**src/psc_pkg.sv**
```systemverilog
// ----------------------------------------------------------------------------
// psc_pkg
// Shared types, codes and sizes for the postfix stack calculator.
// ----------------------------------------------------------------------------
package psc_pkg;

    // Data path and stack sizing
    localparam int DATA_W      = 32;
    localparam int STACK_DEPTH = 64;                       // 2 .. 127
    localparam int ADDR_W      = $clog2(STACK_DEPTH);
    localparam int CNT_W       = $clog2(STACK_DEPTH + 1);
    localparam int DEPTH_OUT_W = 7;

    // Token queue between front and back (power of two)
    localparam int Q_DEPTH = 2;
    localparam int Q_AW    = (Q_DEPTH > 1) ? $clog2(Q_DEPTH) : 1;
    localparam int QC_W    = $clog2(Q_DEPTH + 1);

    // Divider step count
    localparam int DIV_STEPS = DATA_W;
    localparam int DIV_CW    = $clog2(DIV_STEPS);

    // Token action codes
    typedef enum logic [2:0] {
        ACT_PUSH    = 3'd0,
        ACT_ADD     = 3'd1,
        ACT_SUB     = 3'd2,
        ACT_REM     = 3'd3,
        ACT_MUL     = 3'd4,
        ACT_DIV     = 3'd5,
        ACT_UNKNOWN = 3'd6,
        ACT_FINISH  = 3'd7
    } t_action;

    // Result status codes
    typedef enum logic [2:0] {
        ST_OK        = 3'd0,
        ST_UNDERFLOW = 3'd1,
        ST_DIVZERO   = 3'd2,
        ST_UNKNOWN   = 3'd3,
        ST_FULL      = 3'd4
    } t_status;

    // Token class assigned by the front end
    typedef enum logic [1:0] {
        K_PUSH    = 2'd0,
        K_ARITH   = 2'd1,
        K_UNKNOWN = 2'd2,
        K_FINISH  = 2'd3
    } t_kind;

    // Classified token as queued for the back end
    typedef struct packed {
        t_kind              kind;
        t_action            op;
        logic [DATA_W-1:0]  operand;
    } t_tok;

    // Divider request and response
    typedef struct packed {
        logic               start;
        logic               want_rem;
        logic [DATA_W-1:0]  dividend;
        logic [DATA_W-1:0]  divisor;
    } t_div_req;

    typedef struct packed {
        logic               done;
        logic [DATA_W-1:0]  result;
    } t_div_rsp;

endpackage

```
**src/postfix_stack_calculator.sv**
```systemverilog
// ----------------------------------------------------------------------------
// postfix_stack_calculator
// Reverse-Polish integer evaluator: each token in gives one result out.
// ----------------------------------------------------------------------------
// A front end takes tokens into a two-entry queue, so input transfers keep
// going while the back end works or a result waits, until the queue fills.
// The back end runs one token at a time: push, unknown, finish and stack
// underflow end in the idle state; add and subtract pass an execute state,
// multiply also a product state (one multiplier, product registered), divide
// and remainder wait on the divider, which resolves one quotient bit per
// cycle. Stack depth is STACK_DEPTH entries; the top entry sits in a register
// and the rest in a single-port-write, registered-read memory.
// ----------------------------------------------------------------------------
module postfix_stack_calculator
    import psc_pkg::*;
(
    input  logic                      i_clk,
    input  logic                      i_rst_n,
    input  logic                      i_valid,
    output logic                      o_stall,
    input  logic [2:0]                i_action,
    input  logic signed [DATA_W-1:0]  i_operand,
    output logic                      o_valid,
    input  logic                      i_stall,
    output logic [2:0]                o_status,
    output logic signed [DATA_W-1:0]  o_value,
    output logic                      o_final_res,
    output logic [6:0]                o_depth_now
);

    t_tok      tok;
    logic      tok_valid;
    logic      tok_pop;
    t_div_req  div_req;
    t_div_rsp  div_rsp;

    psc_front u_front (
        .i_clk       (i_clk),
        .i_rst_n     (i_rst_n),
        .i_valid     (i_valid),
        .o_stall     (o_stall),
        .i_action    (i_action),
        .i_operand   (i_operand),
        .o_tok       (tok),
        .o_tok_valid (tok_valid),
        .i_tok_pop   (tok_pop)
    );

    psc_div u_div (
        .i_clk   (i_clk),
        .i_rst_n (i_rst_n),
        .i_req   (div_req),
        .o_rsp   (div_rsp)
    );

    psc_back u_back (
        .i_clk       (i_clk),
        .i_rst_n     (i_rst_n),
        .i_tok       (tok),
        .i_tok_valid (tok_valid),
        .o_tok_pop   (tok_pop),
        .o_div_req   (div_req),
        .i_div_rsp   (div_rsp),
        .o_valid     (o_valid),
        .i_stall     (i_stall),
        .o_status    (o_status),
        .o_value     (o_value),
        .o_final_res (o_final_res),
        .o_depth_now (o_depth_now)
    );

endmodule

```
**src/psc_front.sv**
```systemverilog
// ----------------------------------------------------------------------------
// psc_front
// Accepts tokens, classifies them and holds them in a short queue.
// ----------------------------------------------------------------------------
module psc_front
    import psc_pkg::*;
(
    input  logic                i_clk,
    input  logic                i_rst_n,
    input  logic                i_valid,
    output logic                o_stall,
    input  logic [2:0]          i_action,
    input  logic [DATA_W-1:0]   i_operand,
    output t_tok                o_tok,
    output logic                o_tok_valid,
    input  logic                i_tok_pop
);

    t_tok              r_q [Q_DEPTH];
    logic [Q_AW-1:0]   r_wp, n_wp;
    logic [Q_AW-1:0]   r_rp, n_rp;
    logic [QC_W-1:0]   r_cnt, n_cnt;
    t_tok              cls_tok;
    t_action           act;
    logic              push_en;
    logic              pop_en;

    // Classify the incoming token
    always_comb begin
        act             = t_action'(i_action);
        cls_tok.op      = act;
        cls_tok.operand = i_operand;
        unique case (act)
            ACT_PUSH:    cls_tok.kind = K_PUSH;
            ACT_UNKNOWN: cls_tok.kind = K_UNKNOWN;
            ACT_FINISH:  cls_tok.kind = K_FINISH;
            default:     cls_tok.kind = K_ARITH;
        endcase
    end

    // Queue control
    assign o_stall     = (r_cnt == QC_W'(Q_DEPTH));
    assign o_tok_valid = (r_cnt != '0);
    assign push_en     = i_valid && !o_stall;
    assign pop_en      = i_tok_pop && o_tok_valid;
    assign o_tok       = r_q[r_rp];

    always_comb begin
        n_wp  = push_en ? r_wp + 1'b1 : r_wp;
        n_rp  = pop_en  ? r_rp + 1'b1 : r_rp;
        n_cnt = r_cnt + QC_W'(push_en) - QC_W'(pop_en);
    end

    always_ff @(posedge i_clk) begin
        if (!i_rst_n) begin
            r_wp  <= '0;
            r_rp  <= '0;
            r_cnt <= '0;
        end else begin
            r_wp  <= n_wp;
            r_rp  <= n_rp;
            r_cnt <= n_cnt;
        end
    end

    // Queue storage, no reset
    always_ff @(posedge i_clk) begin
        if (push_en) begin
            r_q[r_wp] <= cls_tok;
        end
    end

endmodule

```
**src/psc_div.sv**
```systemverilog
// ----------------------------------------------------------------------------
// psc_div
// Signed 32-bit truncating divider, one quotient bit per cycle.
// ----------------------------------------------------------------------------
module psc_div
    import psc_pkg::*;
(
    input  logic        i_clk,
    input  logic        i_rst_n,
    input  t_div_req    i_req,
    output t_div_rsp    o_rsp
);

    typedef enum logic [2:0] {
        D_IDLE = 3'b001,
        D_RUN  = 3'b010,
        D_FIX  = 3'b100
    } t_dstate;

    t_dstate             r_state, n_state;
    logic [DIV_CW-1:0]   r_cnt, n_cnt;
    logic [DATA_W-1:0]   r_rem, n_rem;
    logic [DATA_W-1:0]   r_quo, n_quo;
    logic [DATA_W-1:0]   r_mb, n_mb;
    logic                r_neg_q, n_neg_q;
    logic                r_neg_r, n_neg_r;
    logic                r_want_rem, n_want_rem;
    logic                r_done, n_done;
    logic [DATA_W-1:0]   r_res, n_res;
    logic [DATA_W:0]     trial;
    logic [DATA_W:0]     diff;
    logic                a_neg, b_neg;

    assign a_neg = i_req.dividend[DATA_W-1];
    assign b_neg = i_req.divisor[DATA_W-1];
    assign trial = {r_rem, r_quo[DATA_W-1]};
    assign diff  = trial - {1'b0, r_mb};

    always_comb begin
        n_state    = r_state;
        n_cnt      = r_cnt;
        n_rem      = r_rem;
        n_quo      = r_quo;
        n_mb       = r_mb;
        n_neg_q    = r_neg_q;
        n_neg_r    = r_neg_r;
        n_want_rem = r_want_rem;
        n_done     = 1'b0;
        n_res      = r_res;
        unique case (r_state)
            D_IDLE: begin
                if (i_req.start) begin
                    n_quo      = a_neg ? -i_req.dividend : i_req.dividend;
                    n_mb       = b_neg ? -i_req.divisor : i_req.divisor;
                    n_rem      = '0;
                    n_cnt      = '0;
                    n_neg_q    = a_neg ^ b_neg;
                    n_neg_r    = a_neg;
                    n_want_rem = i_req.want_rem;
                    n_state    = D_RUN;
                end
            end
            // restoring step: shift in next dividend bit, subtract if it fits
            D_RUN: begin
                if (!diff[DATA_W]) begin
                    n_rem = diff[DATA_W-1:0];
                    n_quo = {r_quo[DATA_W-2:0], 1'b1};
                end else begin
                    n_rem = trial[DATA_W-1:0];
                    n_quo = {r_quo[DATA_W-2:0], 1'b0};
                end
                n_cnt = r_cnt + 1'b1;
                if (r_cnt == DIV_CW'(DIV_STEPS - 1)) begin
                    n_state = D_FIX;
                end
            end
            // restore signs: quotient by operand signs, remainder by dividend
            D_FIX: begin
                if (r_want_rem) begin
                    n_res = r_neg_r ? -r_rem : r_rem;
                end else begin
                    n_res = r_neg_q ? -r_quo : r_quo;
                end
                n_done  = 1'b1;
                n_state = D_IDLE;
            end
            default: n_state = D_IDLE;
        endcase
    end

    always_ff @(posedge i_clk) begin
        if (!i_rst_n) begin
            r_state <= D_IDLE;
            r_done  <= 1'b0;
        end else begin
            r_state <= n_state;
            r_done  <= n_done;
        end
    end

    always_ff @(posedge i_clk) begin
        r_cnt      <= n_cnt;
        r_rem      <= n_rem;
        r_quo      <= n_quo;
        r_mb       <= n_mb;
        r_neg_q    <= n_neg_q;
        r_neg_r    <= n_neg_r;
        r_want_rem <= n_want_rem;
        r_res      <= n_res;
    end

    assign o_rsp.done   = r_done;
    assign o_rsp.result = r_res;

endmodule

```
**src/psc_back.sv**
```systemverilog
// ----------------------------------------------------------------------------
// psc_back
// Executes classified tokens against the stack and registers the result.
// The top of stack lives in a register; entries below it sit in memory.
// ----------------------------------------------------------------------------
module psc_back
    import psc_pkg::*;
(
    input  logic                i_clk,
    input  logic                i_rst_n,
    input  t_tok                i_tok,
    input  logic                i_tok_valid,
    output logic                o_tok_pop,
    output t_div_req            o_div_req,
    input  t_div_rsp            i_div_rsp,
    output logic                o_valid,
    input  logic                i_stall,
    output logic [2:0]          o_status,
    output logic [DATA_W-1:0]   o_value,
    output logic                o_final_res,
    output logic [6:0]          o_depth_now
);

    typedef enum logic [3:0] {
        S_IDLE = 4'b0001,
        S_EXEC = 4'b0010,
        S_MUL  = 4'b0100,
        S_DIV  = 4'b1000
    } t_bstate;

    t_bstate                 r_state, n_state;
    logic [CNT_W-1:0]        r_count, n_count;
    logic [DATA_W-1:0]       r_top, n_top;
    t_action                 r_op, n_op;
    logic [DATA_W-1:0]       r_prod, n_prod;
    logic [DATA_W-1:0]       r_rd_data;
    logic [DATA_W-1:0]       mem [STACK_DEPTH];

    logic                    r_out_valid, n_out_valid;
    t_status                 r_out_status, n_out_status;
    logic [DATA_W-1:0]       r_out_value, n_out_value;
    logic                    r_out_final, n_out_final;
    logic [DEPTH_OUT_W-1:0]  r_out_depth, n_out_depth;

    logic                    out_free;
    logic                    mem_we;
    logic [ADDR_W-1:0]       mem_waddr;
    logic [ADDR_W-1:0]       mem_raddr;
    logic                    op_done;
    logic [DATA_W-1:0]       op_res;
    logic [CNT_W-1:0]        count_dec;
    logic [CNT_W-1:0]        count_inc;

    assign out_free  = !r_out_valid || !i_stall;
    assign count_dec = r_count - 1'b1;
    assign count_inc = r_count + 1'b1;
    assign mem_waddr = ADDR_W'(count_dec);
    assign mem_raddr = ADDR_W'(r_count - CNT_W'(2));

    // Main sequencer
    always_comb begin
        n_state      = r_state;
        n_count      = r_count;
        n_top        = r_top;
        n_op         = r_op;
        n_prod       = r_prod;
        n_out_valid  = r_out_valid && i_stall;
        n_out_status = r_out_status;
        n_out_value  = r_out_value;
        n_out_final  = r_out_final;
        n_out_depth  = r_out_depth;
        o_tok_pop    = 1'b0;
        mem_we       = 1'b0;
        op_done      = 1'b0;
        op_res       = r_prod;
        o_div_req.start    = 1'b0;
        o_div_req.want_rem = (r_op == ACT_REM);
        o_div_req.dividend = r_rd_data;
        o_div_req.divisor  = r_top;

        unique case (r_state)
            // take a token only when the output register is free
            S_IDLE: begin
                if (i_tok_valid && out_free) begin
                    o_tok_pop   = 1'b1;
                    n_out_valid = 1'b1;
                    n_out_final = 1'b0;
                    n_out_value = '0;
                    unique case (i_tok.kind)
                        K_PUSH: begin
                            if (r_count == CNT_W'(STACK_DEPTH)) begin
                                n_out_status = ST_FULL;
                                n_out_depth  = DEPTH_OUT_W'(r_count);
                            end else begin
                                // old top spills into memory
                                mem_we       = (r_count != '0);
                                n_top        = i_tok.operand;
                                n_count      = count_inc;
                                n_out_status = ST_OK;
                                n_out_value  = i_tok.operand;
                                n_out_depth  = DEPTH_OUT_W'(count_inc);
                            end
                        end
                        K_UNKNOWN: begin
                            n_out_status = ST_UNKNOWN;
                            n_out_depth  = DEPTH_OUT_W'(r_count);
                        end
                        K_FINISH: begin
                            n_out_final = 1'b1;
                            n_out_depth = '0;
                            n_count     = '0;
                            if (r_count == '0) begin
                                n_out_status = ST_UNDERFLOW;
                            end else begin
                                n_out_status = ST_OK;
                                n_out_value  = r_top;
                            end
                        end
                        K_ARITH: begin
                            if (r_count < CNT_W'(2)) begin
                                n_count      = '0;
                                n_out_status = ST_UNDERFLOW;
                                n_out_depth  = '0;
                            end else begin
                                // left operand read from memory this cycle
                                n_out_valid = 1'b0;
                                n_op        = i_tok.op;
                                n_state     = S_EXEC;
                            end
                        end
                        default: n_out_valid = 1'b0;
                    endcase
                end
            end
            // left in r_rd_data, right in r_top
            S_EXEC: begin
                unique case (r_op)
                    ACT_ADD: begin
                        op_done = 1'b1;
                        op_res  = r_rd_data + r_top;
                    end
                    ACT_SUB: begin
                        op_done = 1'b1;
                        op_res  = r_rd_data - r_top;
                    end
                    ACT_MUL: begin
                        n_prod  = r_rd_data * r_top;
                        n_state = S_MUL;
                    end
                    ACT_REM, ACT_DIV: begin
                        if (r_top == '0) begin
                            n_count      = '0;
                            n_out_valid  = 1'b1;
                            n_out_status = ST_DIVZERO;
                            n_out_value  = '0;
                            n_out_final  = 1'b0;
                            n_out_depth  = '0;
                            n_state      = S_IDLE;
                        end else begin
                            o_div_req.start = 1'b1;
                            n_state         = S_DIV;
                        end
                    end
                    default: n_state = S_IDLE;
                endcase
            end
            S_MUL: begin
                op_done = 1'b1;
                op_res  = r_prod;
            end
            S_DIV: begin
                if (i_div_rsp.done) begin
                    op_done = 1'b1;
                    op_res  = i_div_rsp.result;
                end
            end
            default: n_state = S_IDLE;
        endcase

        // two operands replaced by one result in the top register
        if (op_done) begin
            n_top        = op_res;
            n_count      = count_dec;
            n_out_valid  = 1'b1;
            n_out_status = ST_OK;
            n_out_value  = op_res;
            n_out_final  = 1'b0;
            n_out_depth  = DEPTH_OUT_W'(count_dec);
            n_state      = S_IDLE;
        end
    end

    always_ff @(posedge i_clk) begin
        if (!i_rst_n) begin
            r_state     <= S_IDLE;
            r_count     <= '0;
            r_out_valid <= 1'b0;
        end else begin
            r_state     <= n_state;
            r_count     <= n_count;
            r_out_valid <= n_out_valid;
        end
    end

    always_ff @(posedge i_clk) begin
        r_top        <= n_top;
        r_op         <= n_op;
        r_prod       <= n_prod;
        r_out_status <= n_out_status;
        r_out_value  <= n_out_value;
        r_out_final  <= n_out_final;
        r_out_depth  <= n_out_depth;
    end

    // Stack memory below the top entry
    always_ff @(posedge i_clk) begin
        if (mem_we) begin
            mem[mem_waddr] <= r_top;
        end
        r_rd_data <= mem[mem_raddr];
    end

    assign o_valid     = r_out_valid;
    assign o_status    = r_out_status;
    assign o_value     = r_out_value;
    assign o_final_res = r_out_final;
    assign o_depth_now = r_out_depth;

endmodule

```
**config.mk**
```make
export PLATFORM = sky130hd
export DESIGN_NAME = postfix_stack_calculator
export DESIGN_NICKNAME = d
export VERILOG_FILES = /design/src/psc_pkg.sv /design/src/postfix_stack_calculator.sv /design/src/psc_front.sv /design/src/psc_div.sv /design/src/psc_back.sv
export SDC_FILE = /design/constraint.sdc
export NUM_CORES = 2
export LEC_CHECK = 0
export BUFFER_PORTS_ARGS = -buffer_cell sky130_fd_sc_hd__buf_4
export CELL_PAD_IN_SITES_DETAIL_PLACEMENT = 1
export CELL_PAD_IN_SITES_GLOBAL_PLACEMENT = 2
export CORE_MARGIN = 1
export CORE_UTILIZATION = 35
export CTS_CLUSTER_DIAMETER = 30
export DETAILED_ROUTE_END_ITERATION = 10
export GPL_TIMING_DRIVEN = 1
export PLACE_DENSITY_LB_ADDON = 0.1
export SLEW_MARGIN = 5
export SYNTH_ARGS = -nofsm -noshare
export SYNTH_HDL_FRONTEND = slang
export SYNTH_SLANG_ARGS = --single-unit
```
**constraint.sdc**
```tcl
create_clock -name i_clk -period 25 [get_ports i_clk]
set_clock_uncertainty 0.05 [all_clocks]
set_input_delay 1.25 -clock i_clk [delete_from_list [all_inputs] [get_ports i_clk]]
set_output_delay 1.25 -clock i_clk [all_outputs]
set_load 0.005 [all_outputs]
```
Yosys cells after proc, flatten, opt, wreduce, memory -nomap -nowiden

Memories as Yosys holds them, arrays and structs flattened. A register that Yosys moved wholly into a read port is not among the register bits.
Index checks and enable logic that the tools add are counted.

Add/sub/neg operators: 15
Multipliers: 1
Div/mod/pow operators: 0
$lt $le $gt $ge: 1
Equality and inequality tests: 35
Shift-type cells: 0
Muxes and demuxes: 90
Bitwise gates (word level): 4
Reduce and logical (&&, ||, !) cells: 36

Operator list:

| kind                                                             | number |
|---|---|
| 32-bit 2-to-1 mux                                                | 19 |
| 32-bit one-hot mux with 2 select lines                           | 6 |
| 32-bit negator                                                   | 4 |
| 7-bit 2-to-1 mux                                                 | 8 |
| 33-bit by 32-bit subtractor with 33-bit output                   | 1 |
| 32-bit adder                                                     | 1 |
| 32-bit logical NOT                                               | 1 |
| 32-bit by 32-bit multiplier with 32-bit output                   | 1 |
| 32-bit subtractor                                                | 1 |
| 31-bit 2-to-1 mux                                                | 1 |
| 1-bit 2-to-1 mux                                                 | 30 |
| 7-bit one-hot mux with 2 select lines                            | 2 |
| 7-bit one-hot mux with 4 select lines                            | 1 |
| 4-bit one-hot mux with 3 select lines                            | 2 |
| 3-bit 2-to-1 mux                                                 | 7 |
| 7-bit one-hot mux with 3 select lines                            | 1 |
| 4-bit 2-to-1 mux                                                 | 4 |
| 4-bit AND reduction                                              | 4 |
| 3-bit equality test (second input constant)                      | 5 |
| 5-bit AND reduction                                              | 3 |
| 2-bit by 1-bit != test with 1-bit output (second input constant) | 6 |
| 3-bit one-hot mux with 2 select lines                            | 2 |
| 3-bit one-hot mux with 4 select lines                            | 1 |
| 2-bit nonzero test                                               | 6 |
| other kinds (41)                                                 | 65 |

Register bits: 266
Bits in latches: 0
RAM bits: 2122
ROM bits: 0
Input bits: 39
Output and inout port bits: 45
Word-level logic and storage cells: 208
Memories: 2

Memory list:

| memory      | words | width | read ports | clocked after memory_dff | write ports | RTL line        | source |
|---|---|---|---|---|---|---|---|
| u_back.mem  | 64    | 32    | 1          | 1                        | 1           | psc_back.sv:37  | `logic [DATA_W-1:0] mem [STACK_DEPTH];` |
| u_front.r_q | 2     | 37    | 1          | 1                        | 1           | psc_front.sv:19 | `t_tok r_q [Q_DEPTH];` |

Logic depth before layout (Yosys ltp)

Depth in word-level cells: 8
Mapped depth: 31

Cells and area by module

Synthesis repeated with hierarchy kept, for this count alone.

Cell total of the unflattened synthesis: 6861
Area, all modules: 115508.3 µm²

Modules (own cells, without submodules):

| module    | times used | cells each | area each (µm²) | sequential area each (µm²) |
|---|---|---|---|---|
| psc_back  | 1          | 5648       | 102440.7        | 65643.0 |
| psc_div   | 1          | 1068       | 9990.8          | 4164.0 |
| psc_front | 1          | 145        | 3076.7          | 2322.2 |

Worst setup path before layout

Ideal clock, no wire load.

Path type: flip-flop to flip-flop
Start: register u_back.r_top[6]
End: register u_back.r_prod[31] (data pin)
Data arrival time: 7.874 ns
Slack: 16.810 ns
Cell stages (with the launch flop): 28
Buffers on the path: 3
Clock period less this slack: 8.190 ns
Cells stage by stage: edfxtp_1 > clkbuf_1 > clkbuf_1 > clkbuf_1 > and2_1 > fa_1 > fa_1 > fa_1 > inv_1 > fa_1 > inv_1 > fa_1 > inv_1 > fa_1 > inv_1 > fa_1 > inv_1 > fa_1 > inv_1 > ha_1 > o21ai_0 > o21bai_1 > o31a_1 > o41ai_1 > o21ai_0 > nor4_1 > o41ai_1 > xnor2_1

Word-level cells in the longest chain between the ends: 1

RTL lines:

| what                                           | RTL line        | source |
|---|---|---|
| from (decl)                                    | psc_back.sv:33  | `logic [DATA_W-1:0] r_top, n_top;` |
| from (signal assigned)                         | psc_back.sv:206 | `r_top <= n_top;` |
| 32-bit by 32-bit multiplier with 32-bit output | psc_back.sv:147 | `n_prod = r_rd_data * r_top;` |
| to (signal assigned)                           | psc_back.sv:208 | `r_prod <= n_prod;` |
| to (decl)                                      | psc_back.sv:35  | `logic [DATA_W-1:0] r_prod, n_prod;` |

Every way passes these cells.
A chain may end at the register's enable or synchronous reset.

Worst setup path after layout

Start: register u_back.r_top[10]
End: register u_back.r_prod[30] (data pin)

The elaborated chain is that of the path after synthesis.

==> results.sh <==
export IMPL_post_cts_resized=0
export IMPL_final_cell_area_mm2=0.1411
export IMPL_yosysUniqueCellTypes=84
export IMPL_post_cts_buffers=0
export IMPL_nets=7976
export IMPL_cp_arrival_ns=9.47
export IMPL_syn_num_nets=7467
export IMPL_hold_path_depth=1
export IMPL_slowest_stage="edfxtp_1"
export IMPL_final_cell_mix="edfxtp_1 (2364), mux4_2 (654), clkbuf_16 (581)"
export IMPL_reg2reg_to="u_back.r_prod[30]"
export IMPL_numCtsBuffers=567
export IMPL_io_pins=84
export IMPL_layout_commonest_cell="edfxtp_1"
export IMPL_crit_path_max_fanout=54
export IMPL_drcViolationCount=0
export IMPL_clock_tree_buffer_depth=4
export IMPL_place_gp_congestion=0.8230
export IMPL_worstHoldPathType="in -> reg"
export IMPL_fill_cells=31250
export IMPL_drt_iter0_drc=6020
export IMPL_syn2layout_area_growth_pct=23.25
export IMPL_grt_usage=0.2398
export IMPL_drive_gt1_frac=0.2555
export IMPL_yosys_warnings=0
export IMPL_portBuffers=83
export IMPL_grt_max_degree=94
export IMPL_syn_inst=6814
export IMPL_avgSynthCellArea_um2=16.80
export IMPL_ys_seq_elements=2421
export IMPL_finalSetupViolCount=0
export IMPL_synthFlopType="edfxtp_1"
export IMPL_h_tree_depth=6
export IMPL_clkSinkCount=2421
export IMPL_cts_hold_buffers=0
export IMPL_cts_root_buf="clkbuf_16"
export IMPL_netlist_area_mm2=0.1145
export IMPL_required_ns=25.66
export IMPL_async_flop_share=0
export IMPL_r2r_slack_ns=16.20
export IMPL_maxCapViolCount=0
export IMPL_die_w_um=574.0
export IMPL_post_route_min_period_ns=8.803
export IMPL_ant_nets=0
export IMPL_rsz0062_at_grt="no"
export IMPL_die_area_mm2=0.3294
export IMPL_path_class="reg -> reg"
export IMPL_fin_util=0.4345
export IMPL_reg2reg_from="u_back.r_top[10]"
export IMPL_clk_latency_ns=1.01
export IMPL_max_slew_margin=0.1666
export IMPL_cp_start_kind="register"
export IMPL_grt_pass1_wl_um=556500
export IMPL_crit_top_cell="fa_1"
export IMPL_dp_hpwl_um=236100
export IMPL_yosysTopAreaCell="edfxtp_1"
export IMPL_finalWirelength_um=396700
export IMPL_postPlaceCellArea_mm2=0.1216
export IMPL_overflow=0
export IMPL_fmax_mhz=113.6
export IMPL_via_count=65670
export IMPL_antenna_found_initial=46
export IMPL_yosysSeqAreaShare=0.6300
export IMPL_hold_violations=0
export IMPL_crit_path_end_kind="register"
export IMPL_hold_path_startpoint="i_operand[8]"
export IMPL_coreArea_mm2=0.3248
export IMPL_first_pass_iters=6
export IMPL_cpPeakStageDelay_ns=1.13
export IMPL_grt_pass1_vias=70810
export IMPL_synth_top_cell_area_share=0.6200
export IMPL_fin_setup_tns_ns=0
export IMPL_status="completed"
export IMPL_initial_utilization=0.3525
export IMPL_fin_crit_sh=0.3521
export IMPL_die_h_um=574.0
export IMPL_synth_edf_count=2364
export IMPL_rows=209
export IMPL_post_drt_via_cell_ratio=5.410
export IMPL_wl_per_cell_um=32.67
export IMPL_clk_pin_slew_ns=0.04
export IMPL_holdPathEnd="u_front.r_q[1][8]"
export IMPL_ff2ff_path_depth=28
export IMPL_synth_area_leaders="edfxtp_1 (62%), mux4_2 (13%), fa_1 (7.2%), ha_1 (2.2%), and2_1 (1.7%)"
export IMPL_cts_tree="done"
export IMPL_slew_viol_final=0
export IMPL_worstMarginPinSlew_ns=1.250
==> metrics by stage <==
step           setup slack, ns  hold WS (ns)  std cells
3_5_place_dp             16.16        0.5165      11080
4_1_cts                  16.15        0.3170      12120
5_1_grt                  15.66        0.3489      12130
2_1_floorplan            16.81        0.3908       6814
3_3_place_gp             16.33        0.5184      11080
6_report                 16.20        0.3966      12140
==> synthesized netlist by cell type (7+ instances only) <==
| library cell | count |
|---|---|
| xnor2_1 | 181 |
| a31oi_1 | 19 |
| buf_1 | 76 |
| xor2_1 | 125 |
| a211oi_1 | 36 |
| a21oi_1 | 150 |
| nand2b_1 | 29 |
| dfxtp_1 | 57 |
| o21bai_1 | 10 |
| a21o_1 | 41 |
| mux2i_1 | 86 |
| a221oi_1 | 18 |
| o31ai_1 | 41 |
| or4_1 | 17 |
| o41ai_1 | 15 |
| ha_1 | 204 |
| and2_1 | 312 |
| nor3b_1 | 7 |
| or3_1 | 22 |
| o21ai_0 | 169 |
| o21a_1 | 19 |
| nor3_1 | 26 |
| nor4_1 | 16 |
| buf_2 | 10 |
| nand3_1 | 29 |
| mux4_2 | 654 |
| nand2_1 | 463 |
| nand4_1 | 9 |
| and3_1 | 11 |
| nor2_1 | 254 |
| nor2b_1 | 43 |
| o211ai_1 | 15 |
| edfxtp_1 | 2364 |
| clkbuf_1 | 285 |
| inv_1 | 463 |
| o22ai_1 | 30 |
| fa_1 | 410 |
==> critical path, delay by kind of cell, from the launching register on <==
kind | cells | cell delay [ns]
buf+inv | 7 | 1.28
xor+xnor | 1 | 0.09
fa+ha+maj | 9 | 4.14
flops | 1 | 1.13
compound gates | 9 | 1.57
simple gates | 2 | 0.23
==> final cells by class <==
cell class                      count  area [µm²]  share of cell area
Tap cell                         4325        5411             0.03835
Clock buffer                      656       14870              0.1054
Timing Repair Buffer              313        2425             0.01718
Clock inverter                    388        4598             0.03258
Multi-Input combinational cell   3555       39880              0.2826
Inverter                          465        1745             0.01237
Antenna cell                       17       42.54           0.0003014
Sequential cell                  2421       72150              0.5113
==> cell families (layout without fill, tap and decap cells) <==
logic type / Yosys count / in the layout / synth area share
DFF: 2421 / 2421 / 0.6300
xor gates and xnor gates: 306 / 306 / 0.02341
other: 0 / 17 / 0
muxes: 745 / 745 / 0.1366
adders and majority gates: 614 / 614 / 0.09398
buffers and inverters: 838 / 1822 / 0.02768
and+or+nand+nor: 1268 / 1268 / 0.05396
AOI/OAI and AO/OA: 622 / 622 / 0.03438
==> state kept, by name, summed over array words and instances, names as in the netlist, 2 cells and up, named ones only <==
name and flops:
u_back.o_value 32, u_back.o_status 3, u_div.r_rem 32, u_div.r_state 3
u_back.r_prod 32, u_back.r_top 32, u_back.mem 2048, u_div.r_res 32
u_back.r_op 3, u_front.r_cnt 2, u_div.r_mb 32, u_back.r_rd_data 32
u_back.o_depth_now 7, u_back.r_state 4, u_back.r_count 7, u_div.r_cnt 5
u_front.r_q 74, u_div.r_quo 32
==> layer usage <==
layer / part of all wire / vias to the layer above / GRT usage
li1: - / 27050 / -
met1: 0.46 / 36020 / 0.3473
met2: 0.46 / 2108 / 0.3779
met3: 0.059 / 490 / 0.03824
met4: 0.023 / 0 / 0.05894
met5: 0 / - / 0
==> worst max path at each step <==
stage | start | endpoint | slack (ns)
final | u_back.r_top[10] | u_back.r_prod[30] | 16.20
after global routing | u_back.r_top[10] | u_back.r_prod[31] | 15.66
after CTS | u_back.r_top[10] | u_back.r_prod[31] | 16.15
after detailed placement | u_back.r_top[10] | u_back.r_prod[31] | 16.16
after global placement | u_back.r_top[10] | u_back.r_prod[31] | 16.33
after floorplan | u_back.r_top[6] | u_back.r_prod[31] | 16.81
Power is not shown: default switching activity piles up to over one toggle a cycle in this logic, so the estimate is an artifact.
